`config.mk`:
```
export PLATFORM = sky130hd
export DESIGN_NAME = sliding_window_error_rate
export DESIGN_NICKNAME = d
export VERILOG_FILES = /design/src/rtl/swer_pkg.sv /design/src/rtl/swer_ram.sv /design/src/rtl/swer_seq.sv /design/src/rtl/swer_dp.sv /design/src/rtl/sliding_window_error_rate.sv
export SDC_FILE = /design/constraint.sdc
export NUM_CORES = 2
export LEC_CHECK = 0
export ABC_AREA = 0
export BUFFER_PORTS_ARGS = -buffer_cell sky130_fd_sc_hd__buf_2
export CAP_MARGIN = 15
export CORE_MARGIN = 8
export CORE_UTILIZATION = 60
export DETAILED_ROUTE_END_ITERATION = 10
export PLACE_DENSITY = 0.87
export REMOVE_ABC_BUFFERS = 1
export SLEW_MARGIN = 15
export SYNTH_ARGS = -nofsm -noshare
export SYNTH_HDL_FRONTEND = slang
export SYNTH_SLANG_ARGS = --single-unit
```
`constraint.sdc`:
```
create_clock -name clk -period 10.1 [get_ports clk]
set_input_delay 3.03 -clock clk [delete_from_list [all_inputs] [get_ports clk]]
set_output_delay 3.03 -clock clk [all_outputs]
set_load 0.01 [all_outputs]
```
`src/rtl/swer_pkg.sv`:
```
`timescale 1ns / 1ps
`default_nettype none
// ----------------------------------------------------------------------------
// Sliding window error rate: shared package
// Field widths, codes, the control word layout and the microcode program.
// ----------------------------------------------------------------------------
package swer_pkg;

  localparam int PC_W      = 4;
  localparam int CNT_W     = 6;
  localparam int TIME_W    = 48;
  localparam int CNT_BITS  = 32;
  localparam int RATE_W    = 17;
  localparam int OUT_SUM_W = 36;
  localparam int ACT_W     = 2;
  localparam int IN_W      = 56;
  localparam int OUT_W     = 96;
  localparam int CFG_W     = 32;
  localparam int BMS_W     = 16;

  localparam logic [RATE_W-1:0] ONE_Q16 = 17'd65536;

  localparam logic [ACT_W-1:0] ACT_RECORD = 2'd0;
  localparam logic [ACT_W-1:0] ACT_QUERY  = 2'd1;
  localparam logic [ACT_W-1:0] ACT_CLEAR  = 2'd2;

  localparam logic CFG_BUCKET_MS = 1'b0;
  localparam logic CFG_VOLUME    = 1'b1;

  localparam logic [BMS_W-1:0] BUCKET_MS_RST = 16'd1000;
  localparam logic [CFG_W-1:0] VOLUME_RST    = 32'd10;

  // Datapath operations.
  localparam logic [3:0] OP_NOP         = 4'd0;
  localparam logic [3:0] OP_TDIV_INIT   = 4'd1;
  localparam logic [3:0] OP_DIV_STEP    = 4'd2;
  localparam logic [3:0] OP_DIV_STEP_NS = 4'd3;
  localparam logic [3:0] OP_REC_RD      = 4'd4;
  localparam logic [3:0] OP_REC_WR      = 4'd5;
  localparam logic [3:0] OP_QINIT       = 4'd6;
  localparam logic [3:0] OP_QREAD       = 4'd7;
  localparam logic [3:0] OP_QACC        = 4'd8;
  localparam logic [3:0] OP_RDIV_INIT   = 4'd9;
  localparam logic [3:0] OP_EMIT        = 4'd10;
  localparam logic [3:0] OP_CLEAR       = 4'd11;

  // Loop counter loads.
  localparam logic [1:0] CNT_NONE = 2'd0;
  localparam logic [1:0] CNT_TIME = 2'd1;
  localparam logic [1:0] CNT_WALK = 2'd2;
  localparam logic [1:0] CNT_RATE = 2'd3;

  localparam logic [CNT_W-1:0] TIME_LAST = 6'd47;
  localparam logic [CNT_W-1:0] RATE_LAST = 6'd15;

  // Sequencing conditions.
  localparam logic [2:0] COND_NEXT    = 3'd0;
  localparam logic [2:0] COND_ALWAYS  = 3'd1;
  localparam logic [2:0] COND_CNT_NZ  = 3'd2;
  localparam logic [2:0] COND_QUERY   = 3'd3;
  localparam logic [2:0] COND_NO_RATE = 3'd4;
  localparam logic [2:0] COND_WAIT    = 3'd5;

  // Program addresses.
  localparam logic [PC_W-1:0] ADDR_IDLE   = 4'd0;
  localparam logic [PC_W-1:0] ADDR_TDIV   = 4'd1;
  localparam logic [PC_W-1:0] ADDR_TLOOP  = 4'd2;
  localparam logic [PC_W-1:0] ADDR_BRANCH = 4'd3;
  localparam logic [PC_W-1:0] ADDR_RREAD  = 4'd4;
  localparam logic [PC_W-1:0] ADDR_RWRITE = 4'd5;
  localparam logic [PC_W-1:0] ADDR_QINIT  = 4'd6;
  localparam logic [PC_W-1:0] ADDR_QREAD  = 4'd7;
  localparam logic [PC_W-1:0] ADDR_QACC   = 4'd8;
  localparam logic [PC_W-1:0] ADDR_RINIT  = 4'd9;
  localparam logic [PC_W-1:0] ADDR_RFIRST = 4'd10;
  localparam logic [PC_W-1:0] ADDR_RLOOP  = 4'd11;
  localparam logic [PC_W-1:0] ADDR_EMIT   = 4'd12;
  localparam logic [PC_W-1:0] ADDR_CLEAR  = 4'd13;

  typedef struct packed {
    logic [3:0]      op;
    logic [1:0]      cnt_ld;
    logic [2:0]      cond;
    logic [PC_W-1:0] target;
  } cw_t;

  typedef struct packed {
    logic is_query;
    logic no_rate;
    logic emit_block;
  } st_t;

  typedef struct packed {
    logic [TIME_W-1:0]   tag;
    logic [CNT_BITS-1:0] req;
    logic [CNT_BITS-1:0] fail;
  } entry_t;

  function automatic cw_t cw_make(input logic [3:0] op, input logic [1:0] cnt_ld,
                                  input logic [2:0] cond, input logic [PC_W-1:0] target);
    cw_t w;
    w.op     = op;
    w.cnt_ld = cnt_ld;
    w.cond   = cond;
    w.target = target;
    return w;
  endfunction

  function automatic cw_t uc_rom(input logic [PC_W-1:0] addr);
    cw_t w;
    case (addr)
      ADDR_IDLE:   w = cw_make(OP_NOP,         CNT_NONE, COND_WAIT,    ADDR_IDLE);
      ADDR_TDIV:   w = cw_make(OP_TDIV_INIT,   CNT_TIME, COND_NEXT,    ADDR_IDLE);
      ADDR_TLOOP:  w = cw_make(OP_DIV_STEP,    CNT_NONE, COND_CNT_NZ,  ADDR_TLOOP);
      ADDR_BRANCH: w = cw_make(OP_NOP,         CNT_NONE, COND_QUERY,   ADDR_QINIT);
      ADDR_RREAD:  w = cw_make(OP_REC_RD,      CNT_NONE, COND_NEXT,    ADDR_IDLE);
      ADDR_RWRITE: w = cw_make(OP_REC_WR,      CNT_NONE, COND_ALWAYS,  ADDR_IDLE);
      ADDR_QINIT:  w = cw_make(OP_QINIT,       CNT_WALK, COND_NEXT,    ADDR_IDLE);
      ADDR_QREAD:  w = cw_make(OP_QREAD,       CNT_NONE, COND_NEXT,    ADDR_IDLE);
      ADDR_QACC:   w = cw_make(OP_QACC,        CNT_NONE, COND_CNT_NZ,  ADDR_QACC);
      ADDR_RINIT:  w = cw_make(OP_RDIV_INIT,   CNT_NONE, COND_NO_RATE, ADDR_EMIT);
      ADDR_RFIRST: w = cw_make(OP_DIV_STEP_NS, CNT_RATE, COND_NEXT,    ADDR_IDLE);
      ADDR_RLOOP:  w = cw_make(OP_DIV_STEP,    CNT_NONE, COND_CNT_NZ,  ADDR_RLOOP);
      ADDR_EMIT:   w = cw_make(OP_EMIT,        CNT_NONE, COND_ALWAYS,  ADDR_IDLE);
      ADDR_CLEAR:  w = cw_make(OP_CLEAR,       CNT_NONE, COND_ALWAYS,  ADDR_IDLE);
      default:     w = cw_make(OP_NOP,         CNT_NONE, COND_ALWAYS,  ADDR_IDLE);
    endcase
    return w;
  endfunction

endpackage
`default_nettype wire

```
`src/rtl/swer_ram.sv`:
```
`timescale 1ns / 1ps
`default_nettype none
// ----------------------------------------------------------------------------
// Generic RAM
// One write port and one read port with registered read data.
// ----------------------------------------------------------------------------
module swer_ram #(
  parameter int WIDTH = 8,
  parameter int DEPTH = 16,
  localparam int ADDR_W = (DEPTH > 1) ? $clog2(DEPTH) : 1
) (
  input  logic              clk,
  input  logic              we,
  input  logic [ADDR_W-1:0] waddr,
  input  logic [WIDTH-1:0]  wdata,
  input  logic [ADDR_W-1:0] raddr,
  output logic [WIDTH-1:0]  rdata
);

  logic [WIDTH-1:0] mem [DEPTH];

  always_ff @(posedge clk) begin
    if (we) begin
      mem[waddr] <= wdata;
    end
    rdata <= mem[raddr];
  end

endmodule
`default_nettype wire

```
`src/rtl/swer_seq.sv`:
```
`timescale 1ns / 1ps
`default_nettype none
// ----------------------------------------------------------------------------
// Sliding window error rate: microcode sequencer
// Step counter, loop counter and conditional jumps over the program ROM.
// ----------------------------------------------------------------------------
module swer_seq #(
  parameter int BUCKETS = 16
) (
  input  logic                     clk,
  input  logic                     rst,
  input  logic                     accept,
  input  logic [swer_pkg::ACT_W-1:0] action,
  input  swer_pkg::st_t            st,
  output swer_pkg::cw_t            cw,
  output logic                     idle
);
  import swer_pkg::*;

  logic [PC_W-1:0]  pc;
  logic [PC_W-1:0]  pc_next;
  logic [CNT_W-1:0] cnt;
  logic [CNT_W-1:0] cnt_next;

  assign cw   = uc_rom(pc);
  assign idle = (pc == ADDR_IDLE);

  always_comb begin
    pc_next = pc + PC_W'(1);
    case (cw.cond)
      COND_NEXT: ;
      COND_ALWAYS: pc_next = cw.target;
      COND_CNT_NZ: begin
        if (cnt != '0) pc_next = cw.target;
      end
      COND_QUERY: begin
        if (st.is_query) pc_next = cw.target;
      end
      COND_NO_RATE: begin
        if (st.no_rate) pc_next = cw.target;
      end
      COND_WAIT: begin
        pc_next = pc;
        if (accept) begin
          if (action inside {ACT_RECORD, ACT_QUERY}) pc_next = ADDR_TDIV;
          else if (action == ACT_CLEAR) pc_next = ADDR_CLEAR;
        end
      end
      default: pc_next = ADDR_IDLE;
    endcase
    // A finished result waits here until the output register is free.
    if (cw.op == OP_EMIT && st.emit_block) pc_next = pc;
  end

  always_comb begin
    cnt_next = cnt;
    if (cw.cond == COND_CNT_NZ && cnt != '0) cnt_next = cnt - CNT_W'(1);
    case (cw.cnt_ld)
      CNT_NONE: ;
      CNT_TIME: cnt_next = TIME_LAST;
      CNT_WALK: cnt_next = CNT_W'(BUCKETS - 1);
      CNT_RATE: cnt_next = RATE_LAST;
      default: ;
    endcase
  end

  always_ff @(posedge clk) begin
    if (rst) begin
      pc  <= ADDR_IDLE;
      cnt <= '0;
    end else begin
      pc  <= pc_next;
      cnt <= cnt_next;
    end
  end

`ifndef SYNTHESIS
  a_emit_returns: assert property (@(posedge clk) disable iff (rst)
    (cw.op == OP_EMIT && !st.emit_block) |=> idle)
    else $error("sequencer did not return to idle after emitting a result");

  a_loop_exit: assert property (@(posedge clk) disable iff (rst)
    (cw.cond == COND_CNT_NZ && cnt == '0) |=> (pc == $past(pc) + PC_W'(1)))
    else $error("loop did not fall through when its counter ran out");

  a_clear_dispatch: assert property (@(posedge clk) disable iff (rst)
    (accept && action == ACT_CLEAR) |=> (pc == ADDR_CLEAR))
    else $error("clear word not dispatched to the clear step");
`endif

endmodule
`default_nettype wire

```
`src/rtl/swer_dp.sv`:
```
`timescale 1ns / 1ps
`default_nettype none
// ----------------------------------------------------------------------------
// Sliding window error rate: datapath
// Shared restoring divider, bucket store, window sums and output register.
// ----------------------------------------------------------------------------
module swer_dp #(
  parameter int BUCKETS = 16
) (
  input  logic                       clk,
  input  logic                       rst,
  input  swer_pkg::cw_t              cw,
  input  logic                       accept,
  input  logic [swer_pkg::ACT_W-1:0] in_action,
  input  logic [swer_pkg::TIME_W-1:0] in_now,
  input  logic                       in_success,
  input  logic                       cfg_we,
  input  logic                       cfg_index,
  input  logic [swer_pkg::CFG_W-1:0] cfg_data,
  input  logic                       m_tready,
  output logic                       m_tvalid,
  output logic [swer_pkg::OUT_W-1:0] m_tdata,
  output swer_pkg::st_t              st
);
  import swer_pkg::*;

  localparam int IDX_W    = (BUCKETS > 1) ? $clog2(BUCKETS) : 1;
  localparam int SUM_NEED = CNT_BITS + $clog2(BUCKETS);
  localparam int ACC_W    = (SUM_NEED > OUT_SUM_W) ? SUM_NEED : OUT_SUM_W;
  localparam int REM_W    = ACC_W + 1;
  localparam int ENTRY_W  = $bits(entry_t);
  localparam int PAD_W    = OUT_W - RATE_W - 2 * OUT_SUM_W - 1;

  logic [BMS_W-1:0]  bucket_ms;
  logic [CFG_W-1:0]  volume_threshold;
  logic [ACT_W-1:0]  act;
  logic              success_q;
  logic [BUCKETS-1:0] valid;

  logic [REM_W-1:0]  rem;
  logic [TIME_W-1:0] dvd;
  logic [ACC_W-1:0]  dsr;
  logic [IDX_W-1:0]  modacc;
  logic [IDX_W-1:0]  wptr;
  logic [ACC_W-1:0]  acc_total;
  logic [ACC_W-1:0]  acc_errs;
  logic              rd_valid;
  logic              met_q;

  logic [RATE_W-1:0]    out_rate;
  logic [OUT_SUM_W-1:0] out_total;
  logic [OUT_SUM_W-1:0] out_errs;
  logic                 out_met;

  logic [REM_W-1:0]  trial;
  logic [REM_W-1:0]  rem_sub;
  logic              q_bit;
  logic [IDX_W:0]    mod_dbl;
  logic [IDX_W:0]    mod_red;
  logic [IDX_W-1:0]  mod_next;

  logic              ram_we;
  logic [IDX_W-1:0]  ram_raddr;
  logic [ENTRY_W-1:0] ram_rdata;
  entry_t            rd_entry;
  entry_t            wr_entry;

  logic              hit;
  logic [CNT_BITS-1:0] base_req;
  logic [CNT_BITS-1:0] base_fail;
  logic              in_win;
  logic              met;
  logic [ACC_W-1:0]  err_cap;
  logic [BMS_W-1:0]  bucket_len;
  logic              emit_block;

  function automatic logic [OUT_SUM_W-1:0] sat_sum(input logic [ACC_W-1:0] v);
    logic [ACC_W-1:0] hi;
    hi = v >> OUT_SUM_W;
    if (hi != '0) return '1;
    return v[OUT_SUM_W-1:0];
  endfunction

  // Shared divider: one quotient bit per step.
  assign trial   = (cw.op == OP_DIV_STEP_NS) ? rem : {rem[REM_W-2:0], dvd[TIME_W-1]};
  assign q_bit   = (trial >= {1'b0, dsr});
  assign rem_sub = trial - {1'b0, dsr};

  // Bucket index follows the quotient bits as they appear, highest first.
  assign mod_dbl  = {modacc, q_bit};
  assign mod_red  = (mod_dbl >= (IDX_W + 1)'(BUCKETS)) ? mod_dbl - (IDX_W + 1)'(BUCKETS)
                                                        : mod_dbl;
  assign mod_next = mod_red[IDX_W-1:0];

  assign bucket_len = (bucket_ms == '0) ? BMS_W'(1) : bucket_ms;

  assign rd_entry  = entry_t'(ram_rdata);
  assign ram_we    = (cw.op == OP_REC_WR);
  assign ram_raddr = (cw.op == OP_QREAD || cw.op == OP_QACC) ? wptr : modacc;

  assign hit       = valid[modacc] && (rd_entry.tag == dvd);
  assign base_req  = hit ? rd_entry.req : '0;
  assign base_fail = hit ? rd_entry.fail : '0;

  always_comb begin
    wr_entry.tag  = dvd;
    wr_entry.req  = (base_req == '1) ? base_req : base_req + CNT_BITS'(1);
    wr_entry.fail = (!success_q && base_fail != '1) ? base_fail + CNT_BITS'(1) : base_fail;
  end

  assign in_win  = rd_valid &&
                   (({1'b0, rd_entry.tag} + (TIME_W + 1)'(BUCKETS)) > {1'b0, dvd});
  assign met     = (acc_total >= {{(ACC_W - CFG_W){1'b0}}, volume_threshold});
  assign err_cap = (acc_errs > acc_total) ? acc_total : acc_errs;

  assign emit_block    = m_tvalid && !m_tready;
  assign st.is_query   = (act == ACT_QUERY);
  assign st.no_rate    = !met || (acc_total == '0);
  assign st.emit_block = emit_block;

  assign m_tdata = {{PAD_W{1'b0}}, out_met, out_errs, out_total, out_rate};

  swer_ram #(
    .WIDTH(ENTRY_W),
    .DEPTH(BUCKETS)
  ) u_ram (
    .clk   (clk),
    .we    (ram_we),
    .waddr (modacc),
    .wdata (wr_entry),
    .raddr (ram_raddr),
    .rdata (ram_rdata)
  );

  always_ff @(posedge clk) begin
    if (rst) begin
      bucket_ms        <= BUCKET_MS_RST;
      volume_threshold <= VOLUME_RST;
      valid            <= '0;
      m_tvalid         <= 1'b0;
      modacc           <= '0;
      wptr             <= '0;
    end else begin
      if (cfg_we) begin
        case (cfg_index)
          CFG_BUCKET_MS: bucket_ms <= cfg_data[BMS_W-1:0];
          CFG_VOLUME:    volume_threshold <= cfg_data;
          default: ;
        endcase
      end
      if (cw.op == OP_EMIT && !emit_block) begin
        m_tvalid <= 1'b1;
      end else if (m_tvalid && m_tready) begin
        m_tvalid <= 1'b0;
      end
      case (cw.op)
        OP_TDIV_INIT: modacc <= '0;
        OP_DIV_STEP, OP_DIV_STEP_NS: modacc <= mod_next;
        OP_REC_WR: valid[modacc] <= 1'b1;
        OP_QINIT: wptr <= '0;
        OP_QREAD, OP_QACC: begin
          if (wptr != IDX_W'(BUCKETS - 1)) wptr <= wptr + IDX_W'(1);
        end
        OP_CLEAR: valid <= '0;
        default: ;
      endcase
    end
  end

  always_ff @(posedge clk) begin
    rd_valid <= valid[ram_raddr];
    if (accept) begin
      act       <= in_action;
      success_q <= in_success;
      dvd       <= in_now;
    end
    case (cw.op)
      OP_TDIV_INIT: begin
        rem <= '0;
        dsr <= {{(ACC_W - BMS_W){1'b0}}, bucket_len};
      end
      OP_DIV_STEP, OP_DIV_STEP_NS: begin
        rem <= q_bit ? rem_sub : trial;
        dvd <= {dvd[TIME_W-2:0], q_bit};
      end
      OP_QINIT: begin
        acc_total <= '0;
        acc_errs  <= '0;
      end
      OP_QACC: begin
        if (in_win) begin
          acc_total <= acc_total + {{(ACC_W - CNT_BITS){1'b0}}, rd_entry.req};
          acc_errs  <= acc_errs + {{(ACC_W - CNT_BITS){1'b0}}, rd_entry.fail};
        end
      end
      OP_RDIV_INIT: begin
        rem   <= {1'b0, err_cap};
        dsr   <= acc_total;
        dvd   <= '0;
        met_q <= met;
      end
      OP_EMIT: begin
        if (!emit_block) begin
          out_rate  <= dvd[RATE_W-1:0];
          out_total <= sat_sum(acc_total);
          out_errs  <= sat_sum(acc_errs);
          out_met   <= met_q;
        end
      end
      default: ;
    endcase
  end

`ifndef SYNTHESIS
  a_write_sets_valid: assert property (@(posedge clk) disable iff (rst)
    (cw.op == OP_REC_WR) |=> valid[$past(modacc)])
    else $error("bucket not marked valid after a record write");

  a_rate_range: assert property (@(posedge clk) disable iff (rst)
    m_tvalid |-> (out_rate <= ONE_Q16))
    else $error("error rate above one");

  a_rate_needs_volume: assert property (@(posedge clk) disable iff (rst)
    (m_tvalid && !out_met) |-> (out_rate == '0))
    else $error("nonzero error rate below the volume threshold");
`endif

endmodule
`default_nettype wire

```
`src/rtl/sliding_window_error_rate.sv`:
```
`timescale 1ns / 1ps
`default_nettype none
// Record words run the 48-step division of the time by the bucket length,
// then read and update the bucket. Query words run that division, the sums
// over the buckets and 17 divider steps for the rate, which are skipped below
// the threshold or with no requests; a held result stalls the next query at
// its last step. Clear empties all buckets; an unused action does nothing.
// Reset is synchronous: all buckets empty and both registers at their defaults.
// ----------------------------------------------------------------------------
// Sliding window error rate counter
// Ring of time buckets with request and error counts, queried over a window,
// controlled by a microcoded sequencer over a shared divider datapath.
// ----------------------------------------------------------------------------
module sliding_window_error_rate #(
  parameter int BUCKETS = 16
) (
  input  logic                        clk,
  input  logic                        rst,
  input  logic                        s_tvalid,
  output logic                        s_tready,
  input  logic [swer_pkg::IN_W-1:0]   s_tdata,   // now_ms [47:0], success [48], zero pad
  input  logic [swer_pkg::ACT_W-1:0]  s_tuser,   // action [1:0]
  output logic                        m_tvalid,
  input  logic                        m_tready,
  output logic [swer_pkg::OUT_W-1:0]  m_tdata,   // error_rate [16:0], window_total [52:17],
                                                 // window_errors [88:53], volume_met [89],
                                                 // zero pad
  input  logic                        cfg_we,
  input  logic                        cfg_index,
  input  logic [swer_pkg::CFG_W-1:0]  cfg_data
);
  import swer_pkg::*;

  cw_t  cw;
  st_t  st;
  logic idle;
  logic accept;

  assign s_tready = idle;
  assign accept   = s_tvalid && s_tready;

  swer_seq #(
    .BUCKETS(BUCKETS)
  ) u_seq (
    .clk    (clk),
    .rst    (rst),
    .accept (accept),
    .action (s_tuser),
    .st     (st),
    .cw     (cw),
    .idle   (idle)
  );

  swer_dp #(
    .BUCKETS(BUCKETS)
  ) u_dp (
    .clk        (clk),
    .rst        (rst),
    .cw         (cw),
    .accept     (accept),
    .in_action  (s_tuser),
    .in_now     (s_tdata[TIME_W-1:0]),
    .in_success (s_tdata[TIME_W]),
    .cfg_we     (cfg_we),
    .cfg_index  (cfg_index),
    .cfg_data   (cfg_data),
    .m_tready   (m_tready),
    .m_tvalid   (m_tvalid),
    .m_tdata    (m_tdata),
    .st         (st)
  );

endmodule
`default_nettype wire
```
# Yosys cells after proc, flatten, opt, wreduce, memory -nomap -nowiden
# Memory sizes are Yosys's and may differ from the RTL's. A register that Yosys moved wholly into a read port is not among the register bits.
# Index checks and enable logic that the tools add are counted.
word_totals:
  reg_bits: 371
  ramBits: 1792
  rom_bits: 208
  input_bits: 96
  output_inout_bits: 98
  wordCells: 162
  mem_count: 2
op_classes:
  addsub: 10
  order_cmp: 8
  eq_ne: 29
  n_mux: 47
  n_bitwise: 4
  reduce_logical: 41
mem_list:
  columns: ["name", "depth", "width", "read_ports", "rd_clocked_by_memory_dff", "wr", "line_no", "rtl"]
  rows:
  - ["u_dp.u_ram.mem", 16, 112, 1, 1, 1, "swer_ram.sv:20", "logic [WIDTH-1:0] mem [DEPTH];"]
  - ["(no name shown)", 16, 13, 1, 1, 0, "swer_pkg.sv:111", "case (addr)"]
op_table:
  columns: ["cell", "n"]
  rows:
  - ["one-hot mux 36 bit (2 select lines)", 3]
  - ["2-to-1 mux 36 bit", 5]
  - ["2-to-1 mux 32 bit", 4]
  - ["one-hot mux 37 bit (3 select lines)", 1]
  - ["one-hot mux 48 bit (2 select lines)", 1]
  - ["2-to-1 mux 37 bit", 2]
  - ["adder 36 x 32 -> 36 bit", 2]
  - ["adder 32 x 1 -> 32 bit (second input constant)", 2]
  - ["adder 48 x 5 -> 49 bit (second input constant)", 1]
  - ["greater-than comparator 49 x 48 -> 1 bit", 1]
  - ["== test 48 bit", 1]
  - ["2-to-1 mux 48 bit", 1]
  - ["2-to-1 mux 4 bit", 11]
  - ["greater-or-equal comparator 37 x 36 -> 1 bit", 1]
  - ["subtractor 37 x 36 -> 37 bit", 1]
  - ["greater-or-equal comparator 36 x 32 -> 1 bit", 1]
  - ["greater-than comparator 36 bit", 1]
  - ["logical NOT 36 bit", 1]
  - ["== test 32 bit (second input constant)", 1]
  - ["!= test 32 bit (second input constant)", 1]
  - ["one-hot mux 16 bit (2 select lines)", 1]
  - ["one-hot mux 4 bit (6 select lines)", 1]
  - ["== test 4 bit (second input constant)", 4]
  - ["logical NOT 16 bit", 1]
  - ["39 further kinds", 90]

# Logic depth before layout (Yosys ltp)
depth:
  ltp_word: 7
  mapped_depth: 21
  mapped_depth_nobuf: 18

# By module
# From an unflattened synthesis, not the netlist that was laid out.
unflattened:
  cells_unflattened: 5872
  area_unflattened_um2: 96802.8
by_module_without_submodules:
  columns: ["mod", "n_inst", "cells_each", "area_per_inst_um2", "seq_area_each_um2"]
  rows:
  - ["swer_ram", 1, 2864, 69170.1, 56053.8]
  - ["swer_dp", 1, 2864, 26329.0, 10099.7]
  - ["swer_seq", 1, 143, 1297.5, 460.4]
  - ["sliding_window_error_rate", 1, 1, 6.3, 0.0]

# Worst setup path before layout
# Ideal clock, no wire load.
synth_timing:
  path_type: "reg-to-reg"
  start: "register, netlist name u_seq.cw[10]"
  end: "memory u_dp.u_ram.mem[2][0] in the netlist's numbering, enable pin"
  arrival_time_ns: 8.579
  required_ns: 9.378
  slack_ns: 0.799
  path_stages_with_launch: 6
  path_buffers: 1
  period_less_slack_ns: 9.301
  path_cell_list: "dfxtp_1 -> buf_2 -> nand2b_1 -> nor3_1 -> nand2_1 -> nor3_1"
synth_between:
  elab_chain_cells: 3
synth_lines:
  columns: ["item", "line_no", "rtl"]
  rows:
  - ["== test 4 x 3 -> 1 bit", "swer_dp.sv:98", "assign ram_we = (cw.op == OP_REC_WR);"]
  - ["2-to-1 mux 1 bit", "swer_ram.sv:23", "if (we) begin"]
  - ["2-to-1 mux 1 bit (implied by the code)", "swer_ram.sv:24", "mem[waddr] <= wdata;"]
  - ["end, declared", "swer_ram.sv:20", null]
# No other way between the ends.

# Worst setup path after layout
layout_timing:
  start: "register u_dp.dvd[1]"
  end: "memory u_dp.u_ram.mem[2][62] in the netlist's numbering, data pin"
layout_between:
  elab_chain_cells: 5
  elab_cells_between_ends: 6
layout_lines:
  columns: ["item", "line_no", "rtl"]
  rows:
  - ["start, declared", "swer_dp.sv:41", "logic [TIME_W-1:0] dvd;"]
  - ["start signal, assigned", "swer_dp.sv:175", "dvd <= in_now;"]
  - ["start signal, assigned", "swer_dp.sv:184", "dvd <= {dvd[TIME_W-2:0], q_bit};"]
  - ["== test 48 bit *", "swer_dp.sv:101", "assign hit = valid[modacc] && (rd_entry.tag == dvd);"]
  - ["logical AND 1 bit *", "swer_dp.sv:101", null]
  - ["2-to-1 mux 32 bit *", "swer_dp.sv:102", "assign base_req = hit ? rd_entry.req : '0;"]
  - ["adder 32 x 1 -> 32 bit or == test 32 bit (tied branches)", "swer_dp.sv:107", "wr_entry.req = (base_req == '1) ? base_req : base_req + CNT_BITS'(1);"]
  - ["2-to-1 mux 32 bit *", "swer_dp.sv:107", null]
  - ["net u_dp.u_ram.wdata[62]", "swer_ram.sv:15", "input logic [WIDTH-1:0] wdata,"]
# Mark *: on every way through the listed nets, which the timed path passes. The rest lies on a longest branch.

==> run summary <==
Slowest-stage cell, CP - a21oi_1
Max VDD drop - 0.000224 V
Starting Density - 60.2%
Cts bufs inserted - 209
GPL Wtd Cong - 0.954
Ys flop type - edfxtp_1
Yosys warnings - 0
Dpl ws - 2.81 ns
FMAX - 123 MHz
Top cell type's share of synthesized area - 64.7%
Element type at the critical path end - register
Worst Path Required - 10.56 ns
Vias in the first global route - 60,000
Row count - 147
Cell taking the most area after synthesis - edfxtp_1
Reg power frac - 49.1%
Vias/cell - 6.99
First-pass GRT wire length - 392,000 um
CP max stage delay - 0.91 ns
Cell Area, Synth - 96,500 um2
Critical path data arrival time - 8.59 ns
Register area - 66,600 um2
Mapped Cells - 5,991
Final total power - 24.5 mW
CTS tree - done
Switching share of power - 28.3%
Main combinational cell family by area after synthesis - multiplexers
Number of port buffers - 180
Worst setup margin - 1.97 ns
DRT Pass-1 Iters - 8
Core ar. - 160,000 um2
WHS Path Cells - 1
Max-cap violation count - 0
Tmin final - 8.13 ns
Post-synth EDFFs - 2,079
Share of flip-flops with an asynchronous set or reset - 0%
Worst-path clk slew - 0.07 ns
Status - finished, final reports clean
Class of the worst hold path - register to register
Register area share after synthesis - 69.1%
Synthesized area per cell - 16.1 um2
Tcrit/Tclk final - 80.5%
Slew HR - 18.3%
DRC viols - 0
Die area - 174,000 um2
Logic pwr share - 16.7%
Clk buf depth - 3
Worst reg2reg path depth - 15
Yosys reg bits - 2,288
Final Hold Fails - 0
Num ports - 194
GRT Util Overall - 30.3%
Reg-to-reg slack, setup - 1.97 ns
Hold path start - u_seq.cw[8]
CP Launch Point - u_dp.dvd[1]
Nets@finish - 6,501
CTS resizes - 0
Share of cells above drive strength 1 - 18.0%
Clock latency on the worst-skew pair - 0.89 ns
Initial antenna violation count - 17
Worst-margin pin slew - 1.22 ns
Critical-path cell list - inv_1 -> ha_1 -> nand4_1 -> nor3_1 -> nand4_1 -> nor3_1 -> nand3_4 -> nor2_1 -> ha_1 -> nand2_1 -> nor3_1 -> and2_1 -> nand4_1 -> or3_1 -> a21oi_1
Avg WL per Cell - 31.8 um
WS Path Type - register to register
CTS HTree Levels - 4
Post-synthesis xor/xnor area fraction - 1.97%
X dimension of the die - 417 um
Compound-gate portion of the synthesized area - 5.97%
# Post-CTS Setup Buffers - 0
Mux contribution to synthesized area - 11.5%
Post-Route WL - 271,000 um
Gr ovfl total - 0
Hold buffer count at CTS - 0
Internal power - 17.5 mW
Max-slew violation count - 0
PwrDens - 228 nW/um2
Initial DRC Count - 9,542
Final ANT Viol Nets - 0
R2R Path End - u_dp.u_ram.mem[2][62]
Largest cells by area after synthesis - edfxtp_1, mux4_2, dfxtp_1, ha_1, nand2_1
Final HPWL DP - 137,000 um
Worst hold path endpoint - u_seq.cnt[5]
R2r startpoint - u_dp.dvd[1]
Post-Synth Simple-Gate Area - 6.44%
Cell leakage power - 34.7 nW
Clock power frac - 34.2%
Multi-input gate area - 28,200 um2
Fillcell total - 9,477
Layout overhead on the synthesized area - 11.2%
Final Util - 67.0%
Die Ht - 417 um
Clock Skews - 0.0696 ns
Via Count - 59,700
TNS Setup - 0 ns
Unrepaired setup endpoints after global routing - false
Adder-cell share of the synthesized area - 3.03%
Sw power - 6.92 mW
Setup violations, final - 0
Largest net degree at the start of global routing - 174
Root buf cell - clkbuf_16
Type of origin of the critical path - register
Post-synth cell types - 90
CTS sink count - 2,288
Crit path max fanout - 45
==> worst max-delay path by stage <==
stage,slack [ns],endpoint
2_1_floorplan,-36.40,u_dp.rd_valid
3_3_place_gp,3.16,u_dp.u_ram.mem[14][60]
3_5_place_dp,2.81,u_dp.u_ram.mem[15][62]
4_1_cts,2.43,u_dp.u_ram.mem[2][62]
5_1_grt,1.89,u_dp.u_ram.mem[2][62]
6_report,1.97,u_dp.u_ram.mem[2][62]
==> cell type report <==
type | instances | area share (%)
inverters | 207 | 0.724
diodes | 12 | 0.0280
well taps | 2160 | 2.52
flip-flops and latches | 2288 | 62.1
clock buffers | 282 | 5.53
multi-input cells | 3224 | 26.2
clock inverters | 117 | 1.34
repair buffers | 243 | 1.53
==> worst max-delay path: cells and delay by family (launching register included) <==
family / cells / cell delay [ns]
compound gates: 1 / 0.91
fa+ha+maj: 2 / 0.90
buf+inv: 1 / 0.18
flops: 1 / 0.73
simple gates: 11 / 4.94
==> stage by stage <==
step / std cells / hold WS [ns] / area (um2)
after detailed placement: 8121 / 0.423 / 99900
after CTS: 8520 / 0.454 / 107000
after global placement: 8121 / 0.408 / 99900
final: 8533 / 0.454 / 107000
after floorplan: 5719 / 0.400 / 95300
after global routing: 8531 / 0.474 / 107000
==> power by group through the flow <==
stage | sequential [mW] | clock [mW] | combinational (mW)
after global placement | 12.1 | 0 | 3.75
after CTS | 12.0 | 8.37 | 4.01
after global routing | 12.1 | 8.72 | 4.37
after detailed placement | 12.2 | 0 | 3.88
final | 12.0 | 8.37 | 4.08
after floorplan | 11.8 | 0 | 3.19
==> logic make-up after synthesis <==
logic type | after synthesis
AO/OA/AOI/OAI | 898
other | 1
buffers and inverters | 484
adder cells (fa/ha/maj) | 232
flip-flops | 2288
XOR/XNOR | 217
multiplexers | 531
AND/OR/NAND/NOR | 1340
==> routing by layer <==
layer	track usage, %	up-vias	wire, um
met5	0	-	27
met4	19.5	4	19900
met3	6.56	1163	32600
met2	48.9	5491	129000
met1	37.5	29300	89600
li1	-	23700	-
==> Yosys cell counts (75+ instances only) <==
cell and count:
xnor2_1 116, a21oi_1 222, and2_1 125, nand2_1 539, ha_1 229, inv_1 206, dfxtp_1 209, mux4_2 457
clkbuf_1 173, edfxtp_1 2079, a211oi_1 124, nor2_1 299, a31oi_1 133, xor2_1 101, a21o_1 75, o21ai_0 157
==> registers in the layout, summed over array words and instances (netlist names) <==
signal / cells
u_dp.rd_valid: 1
u_dp.m_tvalid: 1
u_dp.bucket_ms: 16
u_dp.dsr: 36
u_dp.met_q: 1
u_dp.out_total: 36
u_seq.cw: 13
u_dp.act: 2
u_dp.u_ram.rdata: 112
u_dp.rem: 37
u_dp.out_met: 1
u_dp.acc_errs: 36
u_dp.acc_total: 36
u_dp.volume_threshold: 32
u_dp.success_q: 1
u_dp.modacc: 4
u_dp.u_ram.mem: 1792
u_seq.cnt: 6
u_seq.pc: 4
u_dp.valid: 16
u_dp.wptr: 4
u_dp.out_errs: 36
u_dp.dvd: 48
u_dp.out_rate: 17
==> placed cells by master (no fill, tap or decap), types with 33 or more instances in the layout <==
cell / instances
mux2_2: 39
clkbuf_16: 214
and2_1: 124
nand2_1: 536
mux4_2: 457
xor2_1: 101
ha_1: 229
clkinv_2: 43
a31oi_1: 132
nand3_1: 64
o21ai_0: 156
o21a_1: 35
nor3_1: 48
a21o_1: 75
inv_1: 206
dfxtp_1: 209
edfxtp_1: 2079
nand2b_1: 33
a211oi_1: 124
buf_4: 42
buf_2: 180
clkbuf_1: 36
a21oi_1: 222
xnor2_1: 116
nand4_1: 58
nor2_1: 285
Power figures use the tool's default switching activity.
